$ cat src/sv/utt_pkg.sv
// ----------------------------------------------------------------------------
// UTF-16 to UTF-8 transcoder package
// Shared constants, the job record passed from the front end to the byte
// serialiser, and the code point encoder.
// ----------------------------------------------------------------------------
package utt_pkg;

    // Bytes one request can produce: a replacement character plus a BMP one
    localparam int UTT_MAX_BYTES = 6;
    localparam int UTT_IDX_W     = 3;

    // Job queue between front end and serialiser
    localparam int UTT_FIFO_DEPTH = 2;
    localparam int UTT_PTR_W      = 1;
    localparam int UTT_CNT_W      = 2;

    // Code point width (up to U+10FFFF)
    localparam int UTT_CP_W = 21;

    // Surrogate ranges
    localparam logic [15:0] UTT_HIGH_FIRST = 16'hD800;
    localparam logic [15:0] UTT_HIGH_LAST  = 16'hDBFF;
    localparam logic [15:0] UTT_LOW_FIRST  = 16'hDC00;
    localparam logic [15:0] UTT_LOW_LAST   = 16'hDFFF;

    // Supplementary plane base and encoding thresholds
    localparam logic [UTT_CP_W-1:0] UTT_SUPP_BASE = 21'h10000;
    localparam logic [UTT_CP_W-1:0] UTT_LIM_1B    = 21'h00080;
    localparam logic [UTT_CP_W-1:0] UTT_LIM_2B    = 21'h00800;

    // U+FFFD as UTF-8
    localparam logic [7:0] UTT_REPL_B0 = 8'hEF;
    localparam logic [7:0] UTT_REPL_B1 = 8'hBF;
    localparam logic [7:0] UTT_REPL_B2 = 8'hBD;

    // Lead and continuation byte prefixes
    localparam logic [1:0] UTT_CONT_PFX = 2'b10;
    localparam logic [2:0] UTT_LEAD2    = 3'b110;
    localparam logic [3:0] UTT_LEAD3    = 4'b1110;
    localparam logic [4:0] UTT_LEAD4    = 5'b11110;

    // Bytes of one encoded character, element 0 sent first
    typedef struct packed {
        logic [3:0][7:0] bytes;
        logic [2:0]      len;
    } utt_enc_t;

    // One request's worth of output bytes, element 0 sent first
    typedef struct packed {
        logic [UTT_MAX_BYTES-1:0][7:0] bytes;
        logic [UTT_IDX_W-1:0]          count;
        logic                          eos;
    } utt_job_t;

    // Encode one code point as 1 to 4 UTF-8 bytes
    function automatic utt_enc_t utt_encode(input logic [UTT_CP_W-1:0] cp);
        utt_enc_t enc;
        enc = '0;
        if (cp < UTT_LIM_1B) begin
            enc.bytes[0] = cp[7:0];
            enc.len      = 3'd1;
        end else if (cp < UTT_LIM_2B) begin
            enc.bytes[0] = {UTT_LEAD2, cp[10:6]};
            enc.bytes[1] = {UTT_CONT_PFX, cp[5:0]};
            enc.len      = 3'd2;
        end else if (cp < UTT_SUPP_BASE) begin
            enc.bytes[0] = {UTT_LEAD3, cp[15:12]};
            enc.bytes[1] = {UTT_CONT_PFX, cp[11:6]};
            enc.bytes[2] = {UTT_CONT_PFX, cp[5:0]};
            enc.len      = 3'd3;
        end else begin
            enc.bytes[0] = {UTT_LEAD4, cp[20:18]};
            enc.bytes[1] = {UTT_CONT_PFX, cp[17:12]};
            enc.bytes[2] = {UTT_CONT_PFX, cp[11:6]};
            enc.bytes[3] = {UTT_CONT_PFX, cp[5:0]};
            enc.len      = 3'd4;
        end
        return enc;
    endfunction

endpackage

$ cat src/sv/utt_front.sv
// ----------------------------------------------------------------------------
// UTF-16 to UTF-8 front end
// Accepts code units, pairs surrogates and turns each request into a job of
// up to six UTF-8 bytes for the serialiser.
// ----------------------------------------------------------------------------
module utt_front (
    input  logic              aclk,
    input  logic              aresetn,
    input  logic              s_valid,
    output logic              s_ready,
    input  logic [15:0]       s_code_unit,
    input  logic              s_end_of_string,
    output logic              push_valid,
    input  logic              push_ready,
    output utt_pkg::utt_job_t push_job
);
    import utt_pkg::*;

    logic                pending_reg, pending_next;
    logic [9:0]          high_bits_reg, high_bits_next;
    logic                accept;
    logic                is_high, is_low;
    logic                flush, alone, emit_main;
    logic [UTT_CP_W-1:0] main_cp;
    utt_enc_t            enc;
    utt_job_t            job;

    assign s_ready = push_ready;
    assign accept  = s_valid && s_ready;

    // Classify the incoming unit
    assign is_high = (s_code_unit >= UTT_HIGH_FIRST) && (s_code_unit <= UTT_HIGH_LAST);
    assign is_low  = (s_code_unit >= UTT_LOW_FIRST) && (s_code_unit <= UTT_LOW_LAST);

    // Pending high surrogate is either completed or flushed as U+FFFD
    assign flush     = pending_reg && !is_low;
    assign alone     = !(pending_reg && is_low);
    assign emit_main = !(alone && is_high && !s_end_of_string);

    // Pick the code point this unit completes
    always_comb begin
        if (!alone) begin
            main_cp = UTT_SUPP_BASE + {1'b0, high_bits_reg, s_code_unit[9:0]};
        end else if (is_high || is_low) begin
            main_cp = UTT_CP_W'(16'hFFFD);
        end else begin
            main_cp = UTT_CP_W'(s_code_unit);
        end
    end

    assign enc = utt_encode(main_cp);

    // Assemble the job: optional replacement first, then the main character
    always_comb begin
        job     = '0;
        job.eos = s_end_of_string;
        if (flush) begin
            job.bytes[0] = UTT_REPL_B0;
            job.bytes[1] = UTT_REPL_B1;
            job.bytes[2] = UTT_REPL_B2;
            if (emit_main) begin
                job.bytes[3] = enc.bytes[0];
                job.bytes[4] = enc.bytes[1];
                job.bytes[5] = enc.bytes[2];
                job.count    = 3'd3 + enc.len;
            end else begin
                job.count = 3'd3;
            end
        end else begin
            for (int i = 0; i < 4; i++) begin
                job.bytes[i] = enc.bytes[i];
            end
            job.count = enc.len;
        end
    end

    assign push_job   = job;
    assign push_valid = s_valid && (flush || emit_main);

    // Hold a high surrogate until its partner arrives
    always_comb begin
        pending_next   = pending_reg;
        high_bits_next = high_bits_reg;
        if (accept) begin
            pending_next   = alone && is_high && !s_end_of_string;
            high_bits_next = s_code_unit[9:0];
        end
    end

    always_ff @(posedge aclk) begin
        if (!aresetn) begin
            pending_reg <= 1'b0;
        end else begin
            pending_reg <= pending_next;
        end
        high_bits_reg <= high_bits_next;
    end

`ifndef SYNTH
    a_eos_clears_pending: assert property (@(posedge aclk) disable iff (!aresetn)
        (accept && s_end_of_string) |=> !pending_reg)
        else $error("surrogate left pending after end of string");

    a_new_high_no_output: assert property (@(posedge aclk) disable iff (!aresetn)
        (accept && is_high && !pending_reg && !s_end_of_string) |-> !push_valid)
        else $error("output produced for a newly pending high surrogate");

    a_job_nonempty: assert property (@(posedge aclk) disable iff (!aresetn)
        push_valid |-> (push_job.count != '0 && push_job.count <= 3'd6))
        else $error("job byte count out of range");
`endif

endmodule

$ cat src/sv/utt_fifo.sv
// ----------------------------------------------------------------------------
// UTF-16 to UTF-8 job queue
// Short queue that decouples the front end from the byte serialiser.
// ----------------------------------------------------------------------------
module utt_fifo (
    input  logic              aclk,
    input  logic              aresetn,
    input  logic              wr_valid,
    output logic              wr_ready,
    input  utt_pkg::utt_job_t wr_job,
    output logic              rd_valid,
    input  logic              rd_ready,
    output utt_pkg::utt_job_t rd_job
);
    import utt_pkg::*;

    utt_job_t               entry_reg [UTT_FIFO_DEPTH];
    logic [UTT_PTR_W-1:0]   wr_ptr_reg, wr_ptr_next;
    logic [UTT_PTR_W-1:0]   rd_ptr_reg, rd_ptr_next;
    logic [UTT_CNT_W-1:0]   count_reg, count_next;
    logic                   do_wr, do_rd;

    assign wr_ready = (count_reg != UTT_CNT_W'(UTT_FIFO_DEPTH));
    assign rd_valid = (count_reg != '0);
    assign rd_job   = entry_reg[rd_ptr_reg];

    assign do_wr = wr_valid && wr_ready;
    assign do_rd = rd_valid && rd_ready;

    // Advance pointers with wrap
    always_comb begin
        wr_ptr_next = wr_ptr_reg;
        rd_ptr_next = rd_ptr_reg;
        count_next  = count_reg;
        if (do_wr) begin
            wr_ptr_next = (wr_ptr_reg == UTT_PTR_W'(UTT_FIFO_DEPTH - 1)) ? '0
                        : wr_ptr_reg + 1'b1;
        end
        if (do_rd) begin
            rd_ptr_next = (rd_ptr_reg == UTT_PTR_W'(UTT_FIFO_DEPTH - 1)) ? '0
                        : rd_ptr_reg + 1'b1;
        end
        if (do_wr && !do_rd) begin
            count_next = count_reg + 1'b1;
        end else if (do_rd && !do_wr) begin
            count_next = count_reg - 1'b1;
        end
    end

    always_ff @(posedge aclk) begin
        if (!aresetn) begin
            wr_ptr_reg <= '0;
            rd_ptr_reg <= '0;
            count_reg  <= '0;
        end else begin
            wr_ptr_reg <= wr_ptr_next;
            rd_ptr_reg <= rd_ptr_next;
            count_reg  <= count_next;
        end
        if (do_wr) begin
            entry_reg[wr_ptr_reg] <= wr_job;
        end
    end

endmodule

$ cat src/sv/utt_serial.sv
// ----------------------------------------------------------------------------
// UTF-16 to UTF-8 byte serialiser
// Takes jobs from the queue and sends their bytes one per cycle, while m_ready
// allows, through a registered output stage.
// ----------------------------------------------------------------------------
module utt_serial (
    input  logic              aclk,
    input  logic              aresetn,
    input  logic              pop_valid,
    output logic              pop_ready,
    input  utt_pkg::utt_job_t pop_job,
    output logic              m_valid,
    input  logic              m_ready,
    output logic [7:0]        m_out_byte,
    output logic              m_run_last,
    output logic              m_string_done
);
    import utt_pkg::*;

    logic                 busy_reg, busy_next;
    utt_job_t             job_reg, job_next;
    logic [UTT_IDX_W-1:0] idx_reg, idx_next;
    logic                 m_valid_reg, m_valid_next;
    logic [7:0]           m_out_byte_reg, m_out_byte_next;
    logic                 m_run_last_reg, m_run_last_next;
    logic                 m_string_done_reg, m_string_done_next;

    logic                 out_free, have, load, fin;
    utt_job_t             src_job;
    logic [UTT_IDX_W-1:0] src_idx;

    // Output slot frees when empty or being taken
    assign out_free  = !m_valid_reg || m_ready;
    assign src_job   = busy_reg ? job_reg : pop_job;
    assign src_idx   = busy_reg ? idx_reg : '0;
    assign have      = busy_reg || pop_valid;
    assign load      = out_free && have;
    assign pop_ready = out_free && !busy_reg;
    assign fin       = (src_idx == src_job.count - 3'd1);

    // Advance through the current job, one byte per load
    always_comb begin
        busy_next          = busy_reg;
        job_next           = job_reg;
        idx_next           = idx_reg;
        m_valid_next       = m_valid_reg;
        m_out_byte_next    = m_out_byte_reg;
        m_run_last_next    = m_run_last_reg;
        m_string_done_next = m_string_done_reg;
        if (out_free) begin
            m_valid_next = have;
        end
        if (load) begin
            m_out_byte_next    = src_job.bytes[src_idx];
            m_run_last_next    = fin;
            m_string_done_next = fin && src_job.eos;
            job_next           = src_job;
            idx_next           = src_idx + 1'b1;
            busy_next          = !fin;
        end
    end

    always_ff @(posedge aclk) begin
        if (!aresetn) begin
            busy_reg    <= 1'b0;
            m_valid_reg <= 1'b0;
        end else begin
            busy_reg    <= busy_next;
            m_valid_reg <= m_valid_next;
        end
        job_reg           <= job_next;
        idx_reg           <= idx_next;
        m_out_byte_reg    <= m_out_byte_next;
        m_run_last_reg    <= m_run_last_next;
        m_string_done_reg <= m_string_done_next;
    end

    assign m_valid       = m_valid_reg;
    assign m_out_byte    = m_out_byte_reg;
    assign m_run_last    = m_run_last_reg;
    assign m_string_done = m_string_done_reg;

`ifndef SYNTH
    a_done_is_last: assert property (@(posedge aclk) disable iff (!aresetn)
        (m_valid_reg && m_string_done_reg) |-> m_run_last_reg)
        else $error("string end flagged on a byte that is not the last of its run");

    a_idx_in_job: assert property (@(posedge aclk) disable iff (!aresetn)
        busy_reg |-> (idx_reg < job_reg.count))
        else $error("byte index ran past the job");

    a_run_continues: assert property (@(posedge aclk) disable iff (!aresetn)
        (m_valid_reg && m_ready && !m_run_last_reg) |=> m_valid_reg)
        else $error("gap inside a run of bytes");
`endif

endmodule

$ cat src/sv/utf16_to_utf8_transcoder.sv
// A unit's job is registered in the queue before its bytes reach the output stage.
// The serialiser sends one UTF-8 byte per cycle while m_ready allows; a unit
// that only becomes pending produces no job and takes none of its time.
// A two-entry job queue lets input be taken while earlier bytes still drain.
// Reset (aresetn low, synchronous) clears the pending surrogate, queue and output.
// ----------------------------------------------------------------------------
// UTF-16 to UTF-8 transcoder
// Front end pairs surrogates and forms byte jobs; the serialiser emits bytes.
// ----------------------------------------------------------------------------
module utf16_to_utf8_transcoder (
    input  logic        aclk,
    input  logic        aresetn,
    input  logic        s_valid,
    output logic        s_ready,
    input  logic [15:0] s_code_unit,
    input  logic        s_end_of_string,
    output logic        m_valid,
    input  logic        m_ready,
    output logic [7:0]  m_out_byte,
    output logic        m_run_last,
    output logic        m_string_done
);
    import utt_pkg::*;

    logic     push_valid, push_ready;
    utt_job_t push_job;
    logic     pop_valid, pop_ready;
    utt_job_t pop_job;

    // Classify and pair code units
    utt_front u_front (
        .aclk            (aclk),
        .aresetn         (aresetn),
        .s_valid         (s_valid),
        .s_ready         (s_ready),
        .s_code_unit     (s_code_unit),
        .s_end_of_string (s_end_of_string),
        .push_valid      (push_valid),
        .push_ready      (push_ready),
        .push_job        (push_job)
    );

    // Buffer jobs between the two halves
    utt_fifo u_fifo (
        .aclk     (aclk),
        .aresetn  (aresetn),
        .wr_valid (push_valid),
        .wr_ready (push_ready),
        .wr_job   (push_job),
        .rd_valid (pop_valid),
        .rd_ready (pop_ready),
        .rd_job   (pop_job)
    );

    // Send bytes one per cycle while m_ready allows
    utt_serial u_serial (
        .aclk          (aclk),
        .aresetn       (aresetn),
        .pop_valid     (pop_valid),
        .pop_ready     (pop_ready),
        .pop_job       (pop_job),
        .m_valid       (m_valid),
        .m_ready       (m_ready),
        .m_out_byte    (m_out_byte),
        .m_run_last    (m_run_last),
        .m_string_done (m_string_done)
    );

endmodule
$ cat config.mk
export PLATFORM = sky130hd
export DESIGN_NAME = utf16_to_utf8_transcoder
export DESIGN_NICKNAME = d
export VERILOG_FILES = /design/src/sv/utt_pkg.sv /design/src/sv/utt_front.sv /design/src/sv/utt_fifo.sv /design/src/sv/utt_serial.sv /design/src/sv/utf16_to_utf8_transcoder.sv
export SDC_FILE = /design/constraint.sdc
export NUM_CORES = 1
export LEC_CHECK = 0
export ABC_AREA = 1
export BUFFER_PORTS_ARGS = -buffer_cell sky130_fd_sc_hd__buf_2
export CAP_MARGIN = 10
export CELL_PAD_IN_SITES_DETAIL_PLACEMENT = 2
export CELL_PAD_IN_SITES_GLOBAL_PLACEMENT = 2
export CORE_ASPECT_RATIO = 0.7
export CORE_MARGIN = 1
export CORE_UTILIZATION = 41
export DETAILED_ROUTE_END_ITERATION = 6
export PLACE_DENSITY_LB_ADDON = 0.2
export SYNTH_ARGS = -nofsm -noshare
export SYNTH_HDL_FRONTEND = slang
export SYNTH_SLANG_ARGS = --single-unit
export TNS_END_PERCENT = 50
$ cat constraint.sdc
create_clock -name aclk -period 5.4 [get_ports aclk]
set_input_delay 0.54 -clock aclk [delete_from_list [all_inputs] [get_ports aclk]]
set_output_delay 0.54 -clock aclk [all_outputs]
set_load 0.03 [all_outputs]
==> results of run 1 <==
## layout by cell type, fill, tap and decap left out, drive strengths merged, types with 4 or more instances in the layout
cell type,Yosys,layout
nand2,175,175
dfxtp,8,8
buf,14,42
nand4,13,13
inv,62,66
clkbuf,21,19
ha,5,5
a21oi,95,95
o21ai,56,56
clkinv,1,7
nor2,122,122
nand3,24,24
xor2,4,4
edfxtp,171,171
o22ai,9,9
o211ai,9,9
## cells in the mapped netlist (2+ instances only)
cell	number
nand2_2	4
edfxtp_1	171
nor3_1	2
dfxtp_1	8
nand2_1	170
xor2_1	4
o22ai_1	9
buf_2	5
inv_1	55
nand3_2	4
nor2_4	3
inv_2	7
buf_1	5
buf_6	3
nand4_1	13
o21ai_1	4
o211ai_1	7
nand3_1	19
or2_2	2
clkbuf_1	21
o21ai_0	51
ha_1	5
nor2_2	6
o211ai_2	2
xnor2_1	2
a21oi_1	95
nor2_1	112
## power by group
| part | internal, W | switching (W) | total [W] |
|---|---|---|---|
| Sequential | 0.00213 | 0.000185 | 0.00231 |
| Clock | 0.000643 | 0.000571 | 0.00121 |
| Combinational | 0.000373 | 0.00111 | 0.00148 |
## worst paths after layout
check,start,to,depth (start not counted)
max,u_front.pending_reg,u_fifo.entry_reg[0][3],4
min,s_code_unit[7],u_front.high_bits_reg[7],1
max reg2reg,u_front.pending_reg,u_fifo.entry_reg[0][3],4
min reg2reg,u_fifo.count_reg[1],u_fifo.count_reg[1],2
## area by class of cell
type	instances	area, µm²	area share (%)
Tap cell	264	330	3.60
Clock inverter	13	124	1.35
Clock buffer	19	433	4.72
Timing Repair Buffer	42	235	2.57
Multi-Input combinational cell	522	2510	27.4
Inverter	63	236	2.58
Sequential cell	179	5300	57.8
## through the flow
step | instances | utilization [%]
3_5_place_dp | 1070 | 44.8
2_1_floorplan | 799 | -
6_report | 1102 | 47.6
3_3_place_gp | 1070 | 44.8
5_1_grt | 1102 | 47.6
4_1_cts | 1102 | 47.6
## per-layer routing
| layer | vias to the layer above | GRT usage, % | share of wire, % |
|---|---|---|---|
| li1 | 2805 | - | - |
| met1 | 3146 | 36.4 | 46 |
| met2 | 114 | 46.2 | 50 |
| met3 | 20 | 3.59 | 3.2 |
| met4 | 0 | 6.02 | 0.90 |
| met5 | - | 0 | 0 |
## cells by family after synthesis
group | count (synthesis)
and+or+nand+nor | 339
adders and majority gates | 5
DFF | 179
buffers and inverters | 98
xor gates and xnor gates | 6
AOI/OAI and AO/OA | 172
## worst reg2reg max path, cell delays in order (launching register included)
cell and delay (ps):
dfxtp_1 620, nand2_1 750, nor2_2 610, inv_1 470
o21ai_0 470
==> flow_metrics.env, run 1 <==
export IMPL_status="complete, no violations"
export IMPL_fillers=2029
export IMPL_postCtsSetupBuffers=0
export IMPL_cts_hold_buf=0
export IMPL_synthAdderAreaFrac_pct=0.765
export IMPL_synthTopCellsByArea="edfxtp_1 (63%), nand2_1 (7.8%), a21oi_1 (5.8%)"
export IMPL_hold_ws_ps=293
export IMPL_drive_gt1_share_pct=12.9
export IMPL_synth_nets=825
export IMPL_area_growth_pct=12.1
export IMPL_post_place_ws_ps=2020
export IMPL_slew_headroom_pct=29.4
export IMPL_synth_xor_area_share_pct=0.643
export IMPL_route_detailed_drc=0
export IMPL_synthCells=799
export IMPL_synth_simple_area_share_pct=17.7
export IMPL_synth_cell_types=37
export IMPL_clock_skew_ps=11.2
export IMPL_clk_pin_slew_ps=70
export IMPL_wl_per_cell_um=23.6
export IMPL_cts_root_buf="clkbuf_16"
export IMPL_initial_core_util_pct=42.5
export IMPL_ys_ff_latch=179
export IMPL_postCtsResizedCells=0
export IMPL_cts_sinks=179
export IMPL_via_count=6085
export IMPL_report_final_slew_viol_count=0
export IMPL_p_leak_nw=3.67
export IMPL_port_buffers=32
export IMPL_max_stage_delay_ps=740
export IMPL_timing_setup_tns_ps=0
export IMPL_core_area_um2=19200
export IMPL_worstPathBufferInverterCount=1
export IMPL_cap_violations=0
export IMPL_place_gp_congestion=0.837
export IMPL_cts_made_buffers=17
export IMPL_synth_top_family_by_area="simple AND/OR/NAND/NOR gates"
export IMPL_layout_setup_ws_ps=2270
export IMPL_die_w_um=171
export IMPL_crit_chain="nand2_1, nor2_2, inv_1, o21ai_0"
export IMPL_path_delay_family="simple AND/OR/NAND/NOR gates"
export IMPL_cts_tree="done"
export IMPL_io_pins=33
export IMPL_critPathSlowestCell="nand2_1"
export IMPL_crit_type="register to register"
export IMPL_largest_reg_flops=96
export IMPL_layout_nets=851
export IMPL_p_per_area_nw_per_um2=546
export IMPL_cp_start_kind="register"
export IMPL_grt_pass1_vias=6749
export IMPL_wirelength_mm=26.0
export IMPL_rsz0062_at_grt="false"
export IMPL_first_iter_violations=377
export IMPL_cts_htree_levels=4
export IMPL_cp_end_kind="register"
export IMPL_final_area_um2=9160
export IMPL_vdd_drop_max_uv=219
export IMPL_netlist_top_cell_by_area="edfxtp_1"
export IMPL_hold_viol_final=0
export IMPL_grt_pass1_wl_mm=40.4
export IMPL_die_height_um=120
export IMPL_antenna_found_initial=0
export IMPL_clock_latency_ps=430
export IMPL_crit_fanout=25
export IMPL_synth_edf_count=171
export IMPL_r2r_setup_slack_ps=2270
export IMPL_rows=42
export IMPL_yosys_area_top_type_share_pct=62.8
export IMPL_yosysWarnings=0
export IMPL_num_antenna_cells=0
export IMPL_async_flop_share_pct=0
export IMPL_final_antenna_net_count=0
export IMPL_grt_max_degree=57
export IMPL_overflow=0
export IMPL_ys_seq_area_share_pct=64.7
export IMPL_die_area_um2=20500
export IMPL_viasPerCell=5.52
export IMPL_dp_hpwl_mm=17.5
export IMPL_syn_area_um2=8180
export IMPL_finalSetupViolations=0
export IMPL_arrival_ps=3330
export IMPL_max_freq_ghz=0.320
export IMPL_dr_pass1_iters=4
export IMPL_power_total_w=0.00501
export IMPL_syn_avg_cell_area_um2=10.2
export IMPL_synthFlopType="edfxtp_1"
export IMPL_timing_final_crit_share_pct=57.9
export IMPL_grt_usage_pct=27.0
export IMPL_synth_mux_area_share_pct=0
export IMPL_synth_compound_area_share_pct=11.2
export IMPL_min_path_type="input port to register"
export IMPL_worstMarginPinSlew_ps=1060
export IMPL_timing_final_crit_period_ps=3130
export IMPL_clockBufferDepth=2
export IMPL_required_ps=5600
export IMPL_placed_area_um2=8610
Note: power is estimated with default switching activity, not from simulation.
==> run 2: changes to the inputs <==
clock period = 3.1 ns   (was 5.4 ns; I/O delays follow)
==> run 2 against run 1 <==
Die area stayed put; clock-buffer cell count stayed put; clock skew is 1.3 ps lower; sequential power is 74% higher; maximum frequency is 7.9% higher; core utilization is 0.85 points higher; critical path depth is 7 higher; register-to-register slack worse by 2100 ps; clock power is 74% higher; total power is 77% higher; routed wire length is 1.1% lower; via count is 1.1% higher.
==> flow_metrics.env, run 2 (same netlist as run 1, synthesis figures left out) <==
export IMPL_finalSetupViolations=0
export IMPL_initial_core_util_pct=42.5
export IMPL_cts_root_buf="clkbuf_16"
export IMPL_cts_sinks=179
export IMPL_layout_nets=859
export IMPL_slew_headroom_pct=55.0
export IMPL_clock_latency_ps=440
export IMPL_crit_chain="ha_1, nor2_1, nor2_1, o21ai_0, nand2_1, nor2_2, nand2_4, o21ai_2, inv_1, ha_1, a22oi_1"
export IMPL_route_detailed_drc=0
export IMPL_io_pins=33
export IMPL_cp_end_kind="register"
export IMPL_rows=42
export IMPL_p_leak_nw=3.74
export IMPL_clock_skew_ps=9.89
export IMPL_drive_gt1_share_pct=13.9
export IMPL_cts_htree_levels=4
export IMPL_overflow=0
export IMPL_clk_pin_slew_ps=70
export IMPL_max_freq_ghz=0.345
export IMPL_first_iter_violations=428
export IMPL_hold_viol_final=0
export IMPL_finalNonFillerCells=1110
export IMPL_dr_pass1_iters=5
export IMPL_placed_area_um2=8750
export IMPL_cts_tree="done"
export IMPL_rsz0062_at_grt="false"
export IMPL_postCtsSetupBuffers=0
export IMPL_crit_fanout=10
export IMPL_port_buffers=32
export IMPL_num_antenna_cells=0
export IMPL_max_stage_delay_ps=450
export IMPL_rr_startpoint="u_front.high_bits_reg[6]"
export IMPL_arrival_ps=3150
export IMPL_viasPerCell=5.54
export IMPL_cp_depth=11
export IMPL_wirelength_mm=25.7
export IMPL_power_total_w=0.00885
export IMPL_core_area_um2=19200
export IMPL_final_antenna_net_count=0
export IMPL_fillers=2013
export IMPL_clockBufferDepth=2
export IMPL_grt_pass1_wl_mm=40.2
export IMPL_r2r_setup_slack_ps=200
export IMPL_final_cell_mix="edfxtp_1 (171), nand2_1 (170), nor2_1 (110), a21oi_1 (94), inv_1 (55)"
export IMPL_cts_made_buffers=17
export IMPL_grt_usage_pct=26.8
export IMPL_grt_pass1_vias=7008
export IMPL_critPathSlowestCell="edfxtp_1"
export IMPL_timing_final_crit_share_pct=93.4
export IMPL_worstMarginPinSlew_ps=673
export IMPL_die_w_um=171
export IMPL_path_delay_family="simple AND/OR/NAND/NOR gates"
export IMPL_startpoint="u_front.high_bits_reg[6]"
export IMPL_area_growth_pct=14.0
export IMPL_vdd_drop_max_uv=562
export IMPL_cts_hold_buf=0
export IMPL_critPathCapture="u_fifo.entry_reg[0][2]"
export IMPL_timing_final_crit_period_ps=2900
export IMPL_r2r_end="u_fifo.entry_reg[0][2]"
export IMPL_die_area_um2=20500
export IMPL_worstPathBufferInverterCount=1
export IMPL_wl_per_cell_um=23.2
export IMPL_final_area_um2=9330
export IMPL_largest_reg_flops=96
export IMPL_grt_max_degree=68
export IMPL_antenna_found_initial=1
export IMPL_crit_type="register to register"
export IMPL_required_ps=3350
export IMPL_placed_cells=1078
export IMPL_mostFrequentLayoutCell="edfxtp_1"
export IMPL_min_path_type="input port to register"
export IMPL_cap_violations=0
export IMPL_worstRegToRegCells=11
export IMPL_report_final_slew_viol_count=0
export IMPL_die_height_um=120
export IMPL_postCtsResizedCells=0
export IMPL_via_count=6151
export IMPL_p_per_area_nw_per_um2=949
export IMPL_dp_hpwl_mm=17.3
export IMPL_cp_start_kind="register"
export IMPL_place_gp_congestion=0.848
export IMPL_status="complete, no violations"
run 2: cell types whose count changed in the layout (fill, tap and decap cells not counted), sizes merged:
| cell | change |
|---|---|
| clkinvlp | +1 |
| bufinv | -1 |
| inv | +2 |
| clkinv | -2 |
| buf | +8 |
run 2: metrics by stage:
stage / worst slack, ps / hold slack [ps] / utilization (%) / TNS [ps]
after floorplan: -496 / 409 / - / -23830
after global placement: 530 / 462 / 45.5 / 0
after detailed placement: 272 / 509 / 45.5 / 0
after CTS: 267 / 55.3 / 48.5 / 0
after global routing: 3.05 / 55.0 / 48.5 / 0
final: 204 / 65.6 / 48.5 / 0
run 2: area by class of cell:
type	instances	area [µm²]	share of cell area (%)
clock buffer	19	453	4.86
clock inverter	13	119	1.27
inverter	63	236	2.54
multi-input combinational	522	2510	26.9
sequential	179	5300	56.8
tap	264	330	3.54
timing repair buffer	50	383	4.11
run 2: where the power goes:
part	leakage (nW)	total [W]	switching, W	internal [W]
logic	1.81	0.00275	0.00199	0.000753
registers	1.66	0.00401	0.000310	0.00370
clock network	0.274	0.00210	0.000999	0.00110
total	3.74	0.00885	0.00330	0.00555
run 2: how the worst min path moves through the flow:
stage                     slack, ps  depth (start not counted)                start                       end
after floorplan                 410                          0      s_end_of_string    u_fifo.entry_reg[0][0]
after global placement          460                          2  u_fifo.count_reg[1]       u_fifo.count_reg[1]
after detailed placement        510                          1       s_code_unit[2]  u_front.high_bits_reg[2]
after CTS                        60                          1       s_code_unit[2]  u_front.high_bits_reg[2]
after global routing             50                          1       s_code_unit[2]  u_front.high_bits_reg[2]
final                            70                          1       s_code_unit[7]  u_front.high_bits_reg[7]
run 2: layer usage:
layer / vias to the layer above / wire length, µm / track usage, % / share of wire, %
met1: 3164 / 11300 / 33.8 / 44
met2: 134 / 12800 / 46.6 / 50
met3: 37 / 1100 / 5.21 / 4.3
met4: 0 / 479 / 8.05 / 1.9
li1: 2816 / - / - / -
met5: - / 0 / 0 / 0
==> run 3: changes to the inputs <==
CORE_UTILIZATION = 44   (was 41)
clock period = 3.58 ns   (was 3.1 ns; I/O delays follow)
==> run 3 against run 2 <==
Routed wire length grew 11%; sequential power shrank 12%; critical endpoint is now u_fifo.entry_reg[0][29]; largest cell class unchanged; via count grew 4.6%.
==> flow_metrics.env, run 3 (same netlist as run 1, synthesis figures left out) <==
export IMPL_status="complete, no violations"
export IMPL_path_common_cell="nand2_1"
export IMPL_critPathSlowestCell="dfxtp_1"
export IMPL_postCtsSetupBuffers=0
export IMPL_cts_sinks=179
export IMPL_wl_per_cell_um=26.4
export IMPL_cts_tree="done"
export IMPL_initial_core_util_pct=45.2
export IMPL_grt_max_degree=67
export IMPL_postCtsResizedCells=0
export IMPL_max_freq_ghz=0.334
export IMPL_area_growth_pct=12.7
export IMPL_core_area_um2=18100
export IMPL_dr_pass1_iters=5
export IMPL_cts_hold_buf=0
export IMPL_placed_area_um2=8640
export IMPL_final_area_um2=9220
export IMPL_p_int_w=0.00481
export IMPL_clock_skew_ps=13.4
export IMPL_final_antenna_net_count=0
export IMPL_seqPwrFrac_pct=45.5
export IMPL_cts_root_buf="clkbuf_16"
export IMPL_grt_pass1_wl_mm=43.1
export IMPL_die_area_um2=19100
export IMPL_cts_made_buffers=17
export IMPL_seq_area_um2=5300
export IMPL_cts_htree_levels=4
export IMPL_hold_ws_ps=111
export IMPL_place_gp_congestion=0.898
export IMPL_vdd_drop_max_uv=622
export IMPL_clkPwrFrac_pct=24.1
export IMPL_wirelength_mm=28.5
export IMPL_num_antenna_cells=0
export IMPL_report_final_slew_viol_count=0
export IMPL_timing_final_crit_period_ps=3000
export IMPL_required_ps=3730
export IMPL_p_comb_share_pct=30.4
export IMPL_r2r_end="u_fifo.entry_reg[0][29]"
export IMPL_drive_gt1_share_pct=13.7
export IMPL_route_detailed_drc=0
export IMPL_io_pins=33
export IMPL_clock_latency_ps=440
export IMPL_p_per_area_nw_per_um2=836
export IMPL_crit_type="register to register"
export IMPL_rr_startpoint="u_front.pending_reg"
export IMPL_dp_hpwl_mm=19.2
export IMPL_arrival_ps=3150
export IMPL_slew_headroom_pct=35.8
export IMPL_max_stage_delay_ps=700
export IMPL_die_height_um=116
export IMPL_layout_nets=858
export IMPL_hold_path_cell_count=1
export IMPL_cp_end_kind="register"
export IMPL_timing_final_crit_share_pct=83.7
export IMPL_p_sw_share_pct=37.7
export IMPL_port_buffers=32
export IMPL_multi_input_area_um2=2510
export IMPL_crit_chain="inv_1, nor2_1, o21ai_0, nand2_1, nor2_2, buf_4, o21ai_0, nand3_1, nand2_1, nand2_1"
export IMPL_clk_pin_slew_ps=70
export IMPL_cap_violations=0
export IMPL_via_count=6436
export IMPL_antenna_found_initial=0
export IMPL_grt_pass1_vias=6990
export IMPL_die_w_um=165
export IMPL_grt_usage_pct=31.7
export IMPL_p_sw_w=0.00290
export IMPL_worstMarginPinSlew_ps=963
export IMPL_crit_fanout=15
export IMPL_hold_viol_final=0
export IMPL_fillers=1862
export IMPL_mostFrequentLayoutCell="edfxtp_1"
export IMPL_cp_start_kind="register"
export IMPL_p_leak_nw=3.72
export IMPL_overflow=0
export IMPL_largest_reg_flops=96
export IMPL_clockBufferDepth=2
export IMPL_min_path_type="input port to register"
export IMPL_rows=41
export IMPL_first_iter_violations=489
export IMPL_r2r_setup_slack_ps=580
export IMPL_power_total_w=0.00771
export IMPL_rsz0062_at_grt="false"
export IMPL_worstRegToRegCells=10
export IMPL_final_cell_mix="edfxtp_1 (171), nand2_1 (170), nor2_1 (110), a21oi_1 (94), inv_1 (55)"
export IMPL_min_delay_start="s_code_unit[7]"
export IMPL_viasPerCell=5.95
export IMPL_finalSetupViolations=0
export IMPL_hold_path_end="u_front.high_bits_reg[7]"
==> run 3: power by group through the flow <==
stage	combinational, W	clock (W)	sequential [W]
6_report	0.00234	0.00186	0.00351
5_1_grt	0.00253	0.00196	0.00356
4_1_cts	0.00235	0.00188	0.00351
3_5_place_dp	0.00230	0	0.00354
3_3_place_gp	0.00211	0	0.00346
2_1_floorplan	0.00133	0	0.00355
==> run 3: how the worst max path moves through the flow <==
stage,start,endpoint,cells past startpoint,slack [ps]
finish,u_front.pending_reg,u_fifo.entry_reg[0][29],10,580
global placement,s_code_unit[13],u_fifo.entry_reg[0][41],12,960
detailed placement,s_code_unit[13],u_fifo.entry_reg[0][2],15,700
global route,u_front.high_bits_reg[6],u_fifo.entry_reg[1][2],11,450
CTS,u_front.high_bits_reg[6],u_fifo.entry_reg[1][2],11,690
floorplan,s_code_unit[13],u_fifo.entry_reg[0][0],10,-60
==> run 3: layer usage <==
layer  track usage [%]  routed length [µm]  vias to the layer above  share of wire [%]
met5                 0                   0                        -                  0
met4              12.3                 870                        0                3.0
met3              6.26                1620                       68                5.7
met2              53.7               14100                      218                 50
met1              40.2               11900                     3333                 42
li1                  -                   -                     2817                  -
==> run 3: worst max-delay path: cells and delay by family (launching register included) <==
kind / cells / cell delay [ps]
DFF: 1 / 700
buffers and inverters: 2 / 400
and+or+nand+nor: 6 / 960
AOI/OAI and AO/OA: 2 / 650
==> run 3: cell type report <==
cell class	count	share of cell area [%]
Clock buffer	21	5.35
Clock inverter	11	0.950
Timing Repair Buffer	49	3.26
Multi-Input combinational cell	522	27.2
Sequential cell	179	57.5
Inverter	63	2.57
Tap cell	236	3.20
==> run 3: per-stage QoR <==
stage | instances | TNS [ps] | setup slack [ps] | util, %
after global placement | 1049 | 0 | 957 | 47.7
after detailed placement | 1049 | 0 | 697 | 47.7
after CTS | 1081 | 0 | 693 | 50.9
final | 1081 | 0 | 583 | 50.9
after floorplan | 799 | -3090 | -64.4 | -
after global routing | 1081 | 0 | 449 | 50.9
